## src/hw/rtl/pft_pkg.sv

```systemverilog
`timescale 1ns / 1ps
// ---------------------------------------------------------------------------
// pft_pkg
// Shared widths, defaults and controller/datapath handshake structs for the
// polygon fan triangulator.
// ---------------------------------------------------------------------------
package pft_pkg;

  localparam int COORD_W        = 16;
  localparam int VERTEX_W       = 6;
  localparam int COLOR_W        = 8;
  localparam int MAX_POINTS_DEF = 64;
  localparam int MAX_TRIS       = 62;
  localparam int MIN_POINTS     = 3;
  localparam int DIFF_W         = COORD_W + 1;
  localparam int PROD_W         = 2 * DIFF_W;

  // controller -> datapath
  typedef struct packed {
    logic accept;      // latch incoming vertex
    logic sel_close;   // corner closes onto the first vertex
    logic diff;        // register coordinate differences
    logic mul;         // register cross-product terms
    logic sign;        // classify corner, update concave tally
    logic advance;     // shift point window, bump count
    logic init_walk;   // set up the fan walker
    logic walk;        // step the walker one vertex
    logic take_a;      // latch anchor color
    logic take_s;      // latch second vertex
    logic take_t;      // latch third vertex
    logic emit_step;   // slide the triangle window
    logic clear;       // drop polygon state
  } pft_cmd_t;

  // datapath -> controller
  typedef struct packed {
    logic room;        // another vertex can be kept
    logic ge2;         // at least two vertices kept
    logic last;        // latched item ended the polygon
    logic few;         // fewer than three vertices kept
    logic two_plus;    // two or more concave corners
    logic seek_hit;    // walker sits on the anchor
    logic last_tri;    // current triangle ends the fan
  } pft_status_t;

endpackage

```

## src/hw/rtl/polygon_fan_triangulator_top.sv

```systemverilog
`timescale 1ns / 1ps
// Sequence: a vertex that adds a corner passes accept, difference,
// multiply, sign and advance; the first two and dropped ones: accept, advance.
// The last vertex adds a close check (test, difference, multiply, sign,
// decide), an anchor seek and the second/third loads; then one triangle per
// cycle while out_stall is low, for n-2 (at most MAX_TRIS), then a clear.
// Reset (rst, synchronous): polygon cleared, color_count = 1.
// ---------------------------------------------------------------------------
// polygon_fan_triangulator_top
// Streams polygon vertices in, classifies corners and emits the triangle fan.
// ---------------------------------------------------------------------------
module polygon_fan_triangulator_top #(
  parameter int MAX_POINTS = pft_pkg::MAX_POINTS_DEF
) (
  input  logic                                clk,
  input  logic                                rst,
  input  logic                                in_valid,
  output logic                                in_stall,
  input  logic signed [pft_pkg::COORD_W-1:0]  x_coord,
  input  logic signed [pft_pkg::COORD_W-1:0]  y_coord,
  input  logic                                last_point,
  output logic                                out_valid,
  input  logic                                out_stall,
  output logic        [pft_pkg::VERTEX_W-1:0] anchor_vertex,
  output logic        [pft_pkg::VERTEX_W-1:0] second_vertex,
  output logic        [pft_pkg::VERTEX_W-1:0] third_vertex,
  output logic        [pft_pkg::COLOR_W-1:0]  anchor_color,
  output logic        [pft_pkg::COLOR_W-1:0]  second_color,
  output logic        [pft_pkg::COLOR_W-1:0]  third_color,
  output logic                                fan_kind,
  output logic                                last_triangle,
  input  logic                                cfg_we,
  input  logic        [pft_pkg::COLOR_W-1:0]  cfg_wdata
);
  import pft_pkg::*;

  pft_cmd_t    cmd;
  pft_status_t st;

  pft_ctrl u_ctrl (
    .clk       (clk),
    .rst       (rst),
    .in_valid  (in_valid),
    .in_stall  (in_stall),
    .out_valid (out_valid),
    .out_stall (out_stall),
    .st        (st),
    .cmd       (cmd)
  );

  pft_dpath #(
    .MAX_POINTS (MAX_POINTS)
  ) u_dpath (
    .clk           (clk),
    .rst           (rst),
    .cmd           (cmd),
    .st            (st),
    .x_coord       (x_coord),
    .y_coord       (y_coord),
    .last_point    (last_point),
    .cfg_we        (cfg_we),
    .cfg_wdata     (cfg_wdata),
    .anchor_vertex (anchor_vertex),
    .second_vertex (second_vertex),
    .third_vertex  (third_vertex),
    .anchor_color  (anchor_color),
    .second_color  (second_color),
    .third_color   (third_color),
    .fan_kind      (fan_kind),
    .last_triangle (last_triangle)
  );

endmodule

```

## src/hw/rtl/pft_ctrl.sv

```systemverilog
`timescale 1ns / 1ps
// ---------------------------------------------------------------------------
// pft_ctrl
// Sequencer: per-vertex corner check, polygon close, anchor seek and
// triangle emission.
// ---------------------------------------------------------------------------
module pft_ctrl (
  input  logic                 clk,
  input  logic                 rst,
  input  logic                 in_valid,
  output logic                 in_stall,
  output logic                 out_valid,
  input  logic                 out_stall,
  input  pft_pkg::pft_status_t st,
  output pft_pkg::pft_cmd_t    cmd
);
  import pft_pkg::*;

  typedef enum logic [11:0] {
    S_IDLE    = 12'b0000_0000_0001,
    S_DIFF    = 12'b0000_0000_0010,
    S_MUL     = 12'b0000_0000_0100,
    S_SIGN    = 12'b0000_0000_1000,
    S_ADVANCE = 12'b0000_0001_0000,
    S_TEST    = 12'b0000_0010_0000,
    S_DECIDE  = 12'b0000_0100_0000,
    S_SEEK    = 12'b0000_1000_0000,
    S_LOAD_S  = 12'b0001_0000_0000,
    S_LOAD_T  = 12'b0010_0000_0000,
    S_EMIT    = 12'b0100_0000_0000,
    S_CLEAR   = 12'b1000_0000_0000
  } state_t;

  state_t state, state_next;
  logic   close, close_next;

  assign in_stall  = (state != S_IDLE);
  assign out_valid = (state == S_EMIT);

  always_comb begin
    state_next = state;
    close_next = close;
    cmd        = '0;
    cmd.sel_close = close;
    case (state)
      S_IDLE: begin
        if (in_valid) begin
          cmd.accept = 1'b1;
          close_next = 1'b0;
          state_next = (st.room && st.ge2) ? S_DIFF : S_ADVANCE;
        end
      end
      S_DIFF: begin
        cmd.diff   = 1'b1;
        state_next = S_MUL;
      end
      S_MUL: begin
        cmd.mul    = 1'b1;
        state_next = S_SIGN;
      end
      S_SIGN: begin
        cmd.sign   = 1'b1;
        state_next = close ? S_DECIDE : S_ADVANCE;
      end
      S_ADVANCE: begin
        cmd.advance = 1'b1;
        state_next  = st.last ? S_TEST : S_IDLE;
      end
      S_TEST: begin
        if (st.few) begin
          state_next = S_CLEAR;
        end else begin
          close_next = 1'b1;
          state_next = S_DIFF;
        end
      end
      S_DECIDE: begin
        if (st.two_plus) begin
          state_next = S_CLEAR;
        end else begin
          cmd.init_walk = 1'b1;
          state_next    = S_SEEK;
        end
      end
      S_SEEK: begin
        cmd.walk = 1'b1;
        if (st.seek_hit) begin
          cmd.take_a = 1'b1;
          state_next = S_LOAD_S;
        end
      end
      S_LOAD_S: begin
        cmd.walk   = 1'b1;
        cmd.take_s = 1'b1;
        state_next = S_LOAD_T;
      end
      S_LOAD_T: begin
        cmd.walk   = 1'b1;
        cmd.take_t = 1'b1;
        state_next = S_EMIT;
      end
      S_EMIT: begin
        if (!out_stall) begin
          if (st.last_tri) begin
            state_next = S_CLEAR;
          end else begin
            cmd.walk      = 1'b1;
            cmd.emit_step = 1'b1;
          end
        end
      end
      S_CLEAR: begin
        cmd.clear  = 1'b1;
        close_next = 1'b0;
        state_next = S_IDLE;
      end
      default: begin
        state_next = S_IDLE;
      end
    endcase
  end

  always_ff @(posedge clk) begin
    if (rst) begin
      state <= S_IDLE;
      close <= 1'b0;
    end else begin
      state <= state_next;
      close <= close_next;
    end
  end

endmodule

```

## src/hw/rtl/pft_dpath.sv

```systemverilog
`timescale 1ns / 1ps
// ---------------------------------------------------------------------------
// pft_dpath
// Point window, cross-product unit, concave tally, color register and the
// fan walker that produces triangle vertex and color indices.
// ---------------------------------------------------------------------------
module pft_dpath #(
  parameter int MAX_POINTS = pft_pkg::MAX_POINTS_DEF
) (
  input  logic                                clk,
  input  logic                                rst,
  input  pft_pkg::pft_cmd_t                   cmd,
  output pft_pkg::pft_status_t                st,
  input  logic signed [pft_pkg::COORD_W-1:0]  x_coord,
  input  logic signed [pft_pkg::COORD_W-1:0]  y_coord,
  input  logic                                last_point,
  input  logic                                cfg_we,
  input  logic        [pft_pkg::COLOR_W-1:0]  cfg_wdata,
  output logic        [pft_pkg::VERTEX_W-1:0] anchor_vertex,
  output logic        [pft_pkg::VERTEX_W-1:0] second_vertex,
  output logic        [pft_pkg::VERTEX_W-1:0] third_vertex,
  output logic        [pft_pkg::COLOR_W-1:0]  anchor_color,
  output logic        [pft_pkg::COLOR_W-1:0]  second_color,
  output logic        [pft_pkg::COLOR_W-1:0]  third_color,
  output logic                                fan_kind,
  output logic                                last_triangle
);
  import pft_pkg::*;

  localparam int CNT_W = $clog2(MAX_POINTS + 1);
  localparam int IDX_W = $clog2(MAX_POINTS);

  // point window
  logic signed [COORD_W-1:0] first_x, first_y;
  logic signed [COORD_W-1:0] older_x, older_y;
  logic signed [COORD_W-1:0] newer_x, newer_y;
  logic signed [COORD_W-1:0] cur_x, cur_y;
  logic                      last_r, kept_r;
  logic [CNT_W-1:0]          count;
  logic [1:0]                concave;
  logic [IDX_W-1:0]          anchor;
  logic [COLOR_W-1:0]        color_count;

  // cross product
  logic signed [DIFF_W-1:0]  d1x, d1y, d2x, d2y;
  logic signed [PROD_W-1:0]  p1, p2;
  logic signed [PROD_W:0]    z;
  logic signed [COORD_W-1:0] c_x, c_y;

  // fan walker
  logic [CNT_W-1:0]   w, w_next;
  logic [COLOR_W-1:0] cw, cw_next, modulus;
  logic [CNT_W-1:0]   a_idx, s_idx, t_idx, left, tris_raw;
  logic [COLOR_W-1:0] a_col, s_col, t_col;
  logic               kind;

  assign c_x = cmd.sel_close ? first_x : cur_x;
  assign c_y = cmd.sel_close ? first_y : cur_y;

  assign z = (PROD_W + 1)'(p1) - (PROD_W + 1)'(p2);

  assign modulus = (color_count == '0) ? COLOR_W'(1) : color_count;

  always_comb begin
    if (w + CNT_W'(1) == count) begin
      w_next  = '0;
      cw_next = '0;
    end else begin
      w_next  = w + CNT_W'(1);
      cw_next = ((COLOR_W + 1)'(cw) + (COLOR_W + 1)'(1) == {1'b0, modulus}) ?
                '0 : cw + COLOR_W'(1);
    end
  end

  assign tris_raw = count - CNT_W'(2);

  assign st.room     = (count < CNT_W'(MAX_POINTS));
  assign st.ge2      = (count >= CNT_W'(2));
  assign st.last     = last_r;
  assign st.few      = (count < CNT_W'(MIN_POINTS));
  assign st.two_plus = concave[1];
  assign st.seek_hit = (w == a_idx);
  assign st.last_tri = (left == CNT_W'(1));

  // color register
  always_ff @(posedge clk) begin
    if (rst) begin
      color_count <= COLOR_W'(1);
    end else if (cfg_we) begin
      color_count <= cfg_wdata;
    end
  end

  // control-side polygon state
  always_ff @(posedge clk) begin
    if (rst || cmd.clear) begin
      count   <= '0;
      concave <= '0;
      anchor  <= '0;
    end else begin
      if (cmd.advance && kept_r) begin
        count <= count + CNT_W'(1);
      end
      if (cmd.sign && z[PROD_W]) begin
        if (concave == 2'd0) begin
          anchor <= IDX_W'(count - CNT_W'(1));
        end
        if (!concave[1]) begin
          concave <= concave + 2'd1;
        end
      end
    end
  end

  // payload registers
  always_ff @(posedge clk) begin
    if (cmd.accept) begin
      cur_x  <= x_coord;
      cur_y  <= y_coord;
      last_r <= last_point;
      kept_r <= st.room;
    end
    if (cmd.advance && kept_r) begin
      if (count == '0) begin
        first_x <= cur_x;
        first_y <= cur_y;
      end
      older_x <= newer_x;
      older_y <= newer_y;
      newer_x <= cur_x;
      newer_y <= cur_y;
    end
    if (cmd.diff) begin
      d1x <= DIFF_W'(older_x) - DIFF_W'(newer_x);
      d1y <= DIFF_W'(older_y) - DIFF_W'(newer_y);
      d2x <= DIFF_W'(newer_x) - DIFF_W'(c_x);
      d2y <= DIFF_W'(newer_y) - DIFF_W'(c_y);
    end
    if (cmd.mul) begin
      p1 <= d1x * d2y;
      p2 <= d1y * d2x;
    end
    if (cmd.init_walk) begin
      w     <= '0;
      cw    <= '0;
      kind  <= (concave == 2'd1);
      a_idx <= (concave == 2'd1) ? CNT_W'(anchor) : '0;
      left  <= (8'(tris_raw) > 8'(MAX_TRIS)) ? CNT_W'(MAX_TRIS) : tris_raw;
    end else if (cmd.walk) begin
      w  <= w_next;
      cw <= cw_next;
    end
    if (cmd.take_a) begin
      a_col <= cw;
    end
    if (cmd.take_s) begin
      s_idx <= w;
      s_col <= cw;
    end
    if (cmd.take_t) begin
      t_idx <= w;
      t_col <= cw;
    end
    if (cmd.emit_step) begin
      s_idx <= t_idx;
      s_col <= t_col;
      t_idx <= w;
      t_col <= cw;
      left  <= left - CNT_W'(1);
    end
  end

  assign anchor_vertex = VERTEX_W'(a_idx);
  assign second_vertex = VERTEX_W'(s_idx);
  assign third_vertex  = VERTEX_W'(t_idx);
  assign anchor_color  = a_col;
  assign second_color  = s_col;
  assign third_color   = t_col;
  assign fan_kind      = kind;
  assign last_triangle = st.last_tri;

endmodule
```

## config.mk

```make
export PLATFORM = sky130hd
export DESIGN_NAME = polygon_fan_triangulator_top
export DESIGN_NICKNAME = d
export VERILOG_FILES = /design/src/hw/rtl/pft_pkg.sv /design/src/hw/rtl/polygon_fan_triangulator_top.sv /design/src/hw/rtl/pft_ctrl.sv /design/src/hw/rtl/pft_dpath.sv
export SDC_FILE = /design/constraint.sdc
export NUM_CORES = 2
export LEC_CHECK = 0
export ABC_AREA = 0
export BUFFER_PORTS_ARGS = -buffer_cell sky130_fd_sc_hd__buf_2
export CAP_MARGIN = 10
export CORE_ASPECT_RATIO = 1.75
export CORE_MARGIN = 2
export CORE_UTILIZATION = 50
export CTS_BUF_LIST = sky130_fd_sc_hd__clkbuf_16
export CTS_CLUSTER_SIZE = 14
export DETAILED_ROUTE_END_ITERATION = 10
export GPL_TIMING_DRIVEN = 0
export PLACE_DENSITY = 0.66
export SETUP_SLACK_MARGIN = 0.15
export SLEW_MARGIN = 15
export SYNTH_ARGS = -nofsm -noshare
export SYNTH_HDL_FRONTEND = slang
export SYNTH_SLANG_ARGS = --single-unit
```

## constraint.sdc

```tcl
create_clock -name clk -period 16.9 [get_ports clk]
set_input_delay 3.38 -clock clk [delete_from_list [all_inputs] [get_ports clk]]
set_output_delay 3.38 -clock clk [all_outputs]
set_load 0.1 [all_outputs]
```

; ---- Yosys cells after proc, flatten, opt, wreduce, memory -nomap -nowiden
; Index checks and enable logic that the tools add are counted.
[op_classes]
addsub = 13
n_mul = 2
order_cmp = 4
eq_ne = 23
muxes = 48
bitwise = 1
reduce_logical = 17
[op_table]
columns = operator, n
row1 = $pmux 12 s11, 1
row2 = $mux 12, 6
row3 = $mul 17x17->34, 2
row4 = $sub 16x16->17, 4
row5 = $mux 8, 7
row6 = $mux 7, 5
row7 = $sub 34x34->35, 1
row8 = $mux 16, 2
row9 = $mux 6, 5
row10 = $mux 1, 18
row11 = $add 7x1->7 const B, 2
row12 = $eq 7x7->1, 2
row13 = $eq 12x1->1 const B, 1
row14 = $eq 12x10->1 const B, 1
row15 = $eq 12x11->1 const B, 1
row16 = $eq 12x12->1 const B, 1
row17 = $eq 12x2->1 const B, 1
row18 = $eq 12x3->1 const B, 1
row19 = $eq 12x4->1 const B, 1
row20 = $eq 12x5->1 const B, 1
row21 = $eq 12x6->1 const B, 1
row22 = $eq 12x7->1 const B, 1
row23 = $eq 12x8->1 const B, 1
row24 = $eq 12x9->1 const B, 1
row25 = 32 further kinds, 41
[word_totals]
ff_bits = 368
in_bits = 46
wordCells = 142

; ---- Longest topological paths before layout
[depth]
word_depth = 5
ltp_mapped = 24
ltp_nobuf = 23

; ---- Hierarchy
; A second synthesis with hierarchy kept.
[hier_totals]
cells_unflattened = 3696
hier_area_um2 = 38851.0
[by_module_without_submodules]
columns = module, n_inst, cells_per_inst, area_each_um2
row1 = pft_dpath, 1, 3590, 37923.9
row2 = pft_ctrl, 1, 106, 927.1

; ---- Worst setup path before layout
; OpenSTA, ideal clock, no wires.
[synth_timing]
path_kind = reg2reg
startpoint = reg u_dpath.d1x[16]
endpoint = reg u_dpath.p1[31], data pin
setup_time_ps = 258
t_arrival_ps = 6115
required_ps = 16642
setup_slack_ps = 10527
path_stages_with_launch = 23
period_less_slack_ps = 6373
cell_sequence = edfxtp_1 clkbuf_1 clkbuf_1 nand2_1 inv_1 fa_1 fa_1 fa_1 fa_1 fa_1 inv_1 fa_1 inv_1 ha_1 a21o_1 a21o_1 a21o_1 a21o_1 a21o_1 a2111o_1 a31o_2 a21oi_1 xnor2_1
[synth_via]
elab_chain_cells = 1
[synth_lines]
columns = item, line
row1 = start: declaration, pft_dpath.sv:45  ; logic signed [DIFF_W-1:0] d1x, d1y, d2x, d2y;
row2 = start signal: assignment, pft_dpath.sv:134  ; d1x <= DIFF_W'(older_x) - DIFF_W'(newer_x);
row3 = $mul 17x17->34, pft_dpath.sv:140  ; p1 <= d1x * d2y;
row4 = end signal: assignment, pft_dpath.sv:140
row5 = end: declaration, pft_dpath.sv:46  ; logic signed [PROD_W-1:0] p1, p2;
; Every way passes these cells.
; A chain may end at the register's enable or synchronous reset.

; ---- Worst setup path in the final report
[layout_timing]
startpoint = reg u_dpath.d2x[8]
endpoint = reg u_dpath.p2[33], data pin
[layout_via]
elab_chain_cells = 1
[layout_lines]
columns = item, line
row1 = start: declaration, pft_dpath.sv:45
row2 = start signal: assignment, pft_dpath.sv:136  ; d2x <= DIFF_W'(newer_x) - DIFF_W'(c_x);
row3 = $mul 17x17->34, pft_dpath.sv:141  ; p2 <= d1y * d2x;
row4 = end signal: assignment, pft_dpath.sv:141
row5 = end: declaration, pft_dpath.sv:46
; Every way passes these cells.

==> results.tsv <==
stage	metric	value	unit
outcome	outcome	complete, no violations	
setup_path	crit_slowest_cell	o31ai_1	
clock_network	cts.path.max_buffers	3	
synth	synth-compound-area-share	0.0561	
setup_path	critPathMaxStageDelay	830	ps
setup_path	crit_path_start_kind	register	
die	die_area	79400	µm²
cells_and_area	fin_nets	4752	
setup_path	crit_type	reg -> reg	
clock_network	cts_sinks	367	
cells_and_area	fin_cells	4883	
clock_network	tritoncts	built	
synth	synthCells	3697	
setup_path	cpMostUsedCell	fa_1	
placement	place_inst	4813	
synth	yosysSeqAreaShare	0.273	
global_route	grt_pass1_vias	28300	
setup_path	regToRegEndpoint	u_dpath.p2[33]	
sta	slew_violations	0	
global_route	track_usage	0.250	
clock_network	clkTransAtPathRegs	70	ps
synth	ys_warn_count	0	
placement	dp_hpwl	79.5	mm
power	power_leakage	19.0	nW
die	die_w	214	µm
route	viasPerCell	5.32	
clock_network	cts_buffers	37	
setup_path	r2r_setup_slack	9000	ps
synth	synth.avg_cell_area	10.4	µm²
route	ant_nets	0	
setup_path	reg2reg_depth	24	
cells_and_area	drive_above_1_share	0.0500	
synth	synth_xor_xnor_area_share	0.0371	
synth	synth_mux_area_frac	0.0156	
sta	fin_worst_skew	24.1	ps
global_route	grt_pass1_wl	152	mm
sta	slew_headroom	0.324	
setup_path	timing.rr.start	u_dpath.d2x[8]	
sta	finalCritPeriodShare	0.468	
placement	port_buffers	89	
global_route	met3_usage	0.0265	
setup_path	arrival	8220	ps
synth	synth_ff_type	edfxtp_1	
clock_network	cts-resized-gates	0	
clock_network	cts_root_buf	clkbuf_16	
power	ir_drop	94.3	µV
die	start_util	0.505	
synth	synth_edf_count	316	
setup_path	cp_top_family	adder cells	
route	vias	26000	
synth	yosys.area_share.simple	0.136	
synth	synth-seq-cells	367	
hold_path	min-delay-start	u_dpath.w[3]	
cells_and_area	fillers	6777	
cells_and_area	area_delta_synth_final	8.00	%
setup_path	path_cells	clkbuf_1 -> clkbuf_1 -> nand2_1 -> fa_1 -> inv_1 -> fa_1 -> inv_1 -> fa_1 -> inv_1 -> fa_1 -> fa_1 -> inv_1 -> fa_1 -> inv_1 -> ha_1 -> and4_1 -> o211ai_1 -> o211ai_1 -> a21oi_1 -> o31ai_1 -> a2111oi_0 -> o21ai_0 -> a21oi_1 -> xnor2_1	
setup_path	cp_max_fo	10	
synth	ys_async_sr_fraction	0	
clock_network	cts_hold_buf	0	
setup_path	worst-path-buf-inv	7	
placement	dp_slack	8930	ps
power	p_per_area	56.0	nW/µm²
synth	synth_nets	4617	
synth	synth_top_family_by_area	adder cells	
route	dr.pass1.iters	5	
clock_network	insertion_delay	570	ps
route	post-route-drc-count	0	
sta	final-setup-viol-count	0	
flow_run	max-cap-violations	0	
synth	synth_fa_ha_area_frac	0.400	
sta	rsz0062_at_grt	no	
synth	synthesis.area	38600	µm²
hold_path	whs_endpoint	u_dpath.t_idx[3]	
global_route	grt_use_met2	0.476	
clock_network	cts_max_level	2	
setup_path	cp-end-kind	register	
sta	final_hold_viol_count	0	
synth	synth.distinct_cells	75	
die	core_area	76300	µm²
die	dieHeight	371	µm
sta	worst_pin_slew	1010	ps
global_route	grt_max_degree	53	
route	routed_wl	96.0	mm
clock_network	postCtsSetupBuffers	0	
sta	post-route-min-period	7900	ps
power	totalPowerFinal	2.33	mW
hold_path	min_path_type	reg -> reg	
setup_path	cp.required	17220	ps
hold_path	hold_path_depth	0	
sta	fmax	127	MHz
route	post_drt_wl_per_cell	19.7	µm
die	pin_count	92	
sta	tns	0	ps
global_route	overflow	0	
global_route	grt-busiest-layer	met2	
sta	setup_ws	9000	ps
global_route	antenna_found_initial	2	
die	rows	134	
placement	gp_congestion	0.941	
route	drt_iter0_markers	1328	
global_route	grtUsageMet1	0.259	
-- kinds of logic after synthesis --
group / Yosys count
buffers and inverters: 855
flip-flops: 367
multiplexers: 58
XOR/XNOR: 160
AO/OA/AOI/OAI: 339
AND/OR/NAND/NOR: 1044
adder cells (fa/ha/maj): 874
-- report_power, final --
part	internal [mW]	switching [mW]
Sequential	1.06	0.0293
Combinational	0.169	0.272
Clock	0.437	0.362
Total	1.67	0.663
-- Yosys cell counts, drive strengths merged, types with 9 or more instances --
master / number / share of area
inv: 751 / 0.073
fa: 596 / 0.31
nand2: 340 / 0.033
edfxtp: 316 / 0.25
and2: 308 / 0.050
ha: 278 / 0.090
nor2: 190 / 0.019
xnor2: 123 / 0.028
a21oi: 98 / 0.013
clkbuf: 96 / 0.0094
o21ai: 80 / 0.010
dfxtp: 51 / 0.026
nor3: 43 / 0.0057
mux2i: 42 / 0.011
nand3: 35 / 0.0045
xor2: 35 / 0.0080
a21o: 25 / 0.0049
nand2b: 24 / 0.0039
o21a: 24 / 0.0047
nor2b: 23 / 0.0037
and3: 19 / 0.0031
mux2: 16 / 0.0047
a211oi: 15 / 0.0029
nand4: 12 / 0.0019
nor4: 11 / 0.0033
a21boi: 10 / 0.0019
or3: 10 / 0.0016
a2111oi: 9 / 0.0020
-- flip-flops by register name (all words and copies together) (netlist names), 7 cells and up --
name,cells
u_dpath.first_y,16
u_ctrl.state,12
u_dpath.cw,8
u_dpath.d2y,17
u_dpath.d2x,17
u_dpath.cur_y,16
u_dpath.first_x,16
u_dpath.second_color,8
u_dpath.newer_x,16
u_dpath.left,7
u_dpath.newer_y,16
u_dpath.d1y,17
u_dpath.p2,34
u_dpath.p1,34
u_dpath.count,7
u_dpath.cur_x,16
u_dpath.anchor_color,8
u_dpath.older_y,16
u_dpath.d1x,17
u_dpath.older_x,16
u_dpath.third_color,8
u_dpath.w,7
u_dpath.color_count,8
-- layout make-up --
class,count,area [µm²],area share
tap,1020,1280,0.0306
antenna,2,5.00,0.000120
clock buffer,37,926,0.0222
timing repair buffer,96,608,0.0146
inverter,751,2820,0.0677
buffer,104,403,0.00968
clock inverter,31,250,0.00601
sequential,367,10500,0.252
multi-input combinational,2475,24800,0.597
-- how the worst max path moves through the flow --
stage / slack, ps / from / to / cells past startpoint
after global placement: 8950 / u_ctrl.state[7] / u_dpath.first_x[14] / 4
after detailed placement: 8930 / u_dpath.d2x[8] / u_dpath.p2[33] / 24
after global routing: 8590 / u_dpath.d2x[8] / u_dpath.p2[33] / 24
after CTS: 8850 / u_dpath.d2x[8] / u_dpath.p2[33] / 24
final: 9000 / u_dpath.d2x[8] / u_dpath.p2[33] / 24
after floorplan: 10530 / u_dpath.d1x[16] / u_dpath.p1[31] / 22
-- cells in the final DEF, fill, tap and decap left out, types with 51 or more instances in the layout --
cell type,instances
dfxtp_1,51
xnor2_1,123
buf_2,92
and2_1,307
ha_1,278
nand2_1,339
fa_1,596
o21ai_0,78
inv_1,759
nor2_1,187
clkbuf_1,95
a21oi_1,98
edfxtp_1,316
-- worst reg2reg max path: cells and delay by family (launching register included) --
family,cells,cell delay [ps]
DFF,1,320
AOI/OAI and AO/OA,7,1990
adders and majority gates,7,3390
xor gates and xnor gates,1,360
and+or+nand+nor,2,400
buffers and inverters,7,1190
-- stage by stage --
step | cell area (µm²) | utilization | hold slack (ps)
after detailed placement | 40500 | 0.530 | 410
after CTS | 41600 | 0.546 | 437
after floorplan | 38600 | - | 406
after global placement | 40300 | 0.528 | 416
final | 41600 | 0.546 | 433
after global routing | 41600 | 0.546 | 453
-- per-layer routing --
| metal | up-vias | share of wire |
|---|---|---|
| met5 | - | 0 |
| met4 | 0 | 0.076 |
| met3 | 296 | 0.042 |
| met2 | 773 | 0.53 |
| met1 | 13000 | 0.35 |
| li1 | 11900 | - |
No activity file was read; power rests on OpenSTA's default activity.
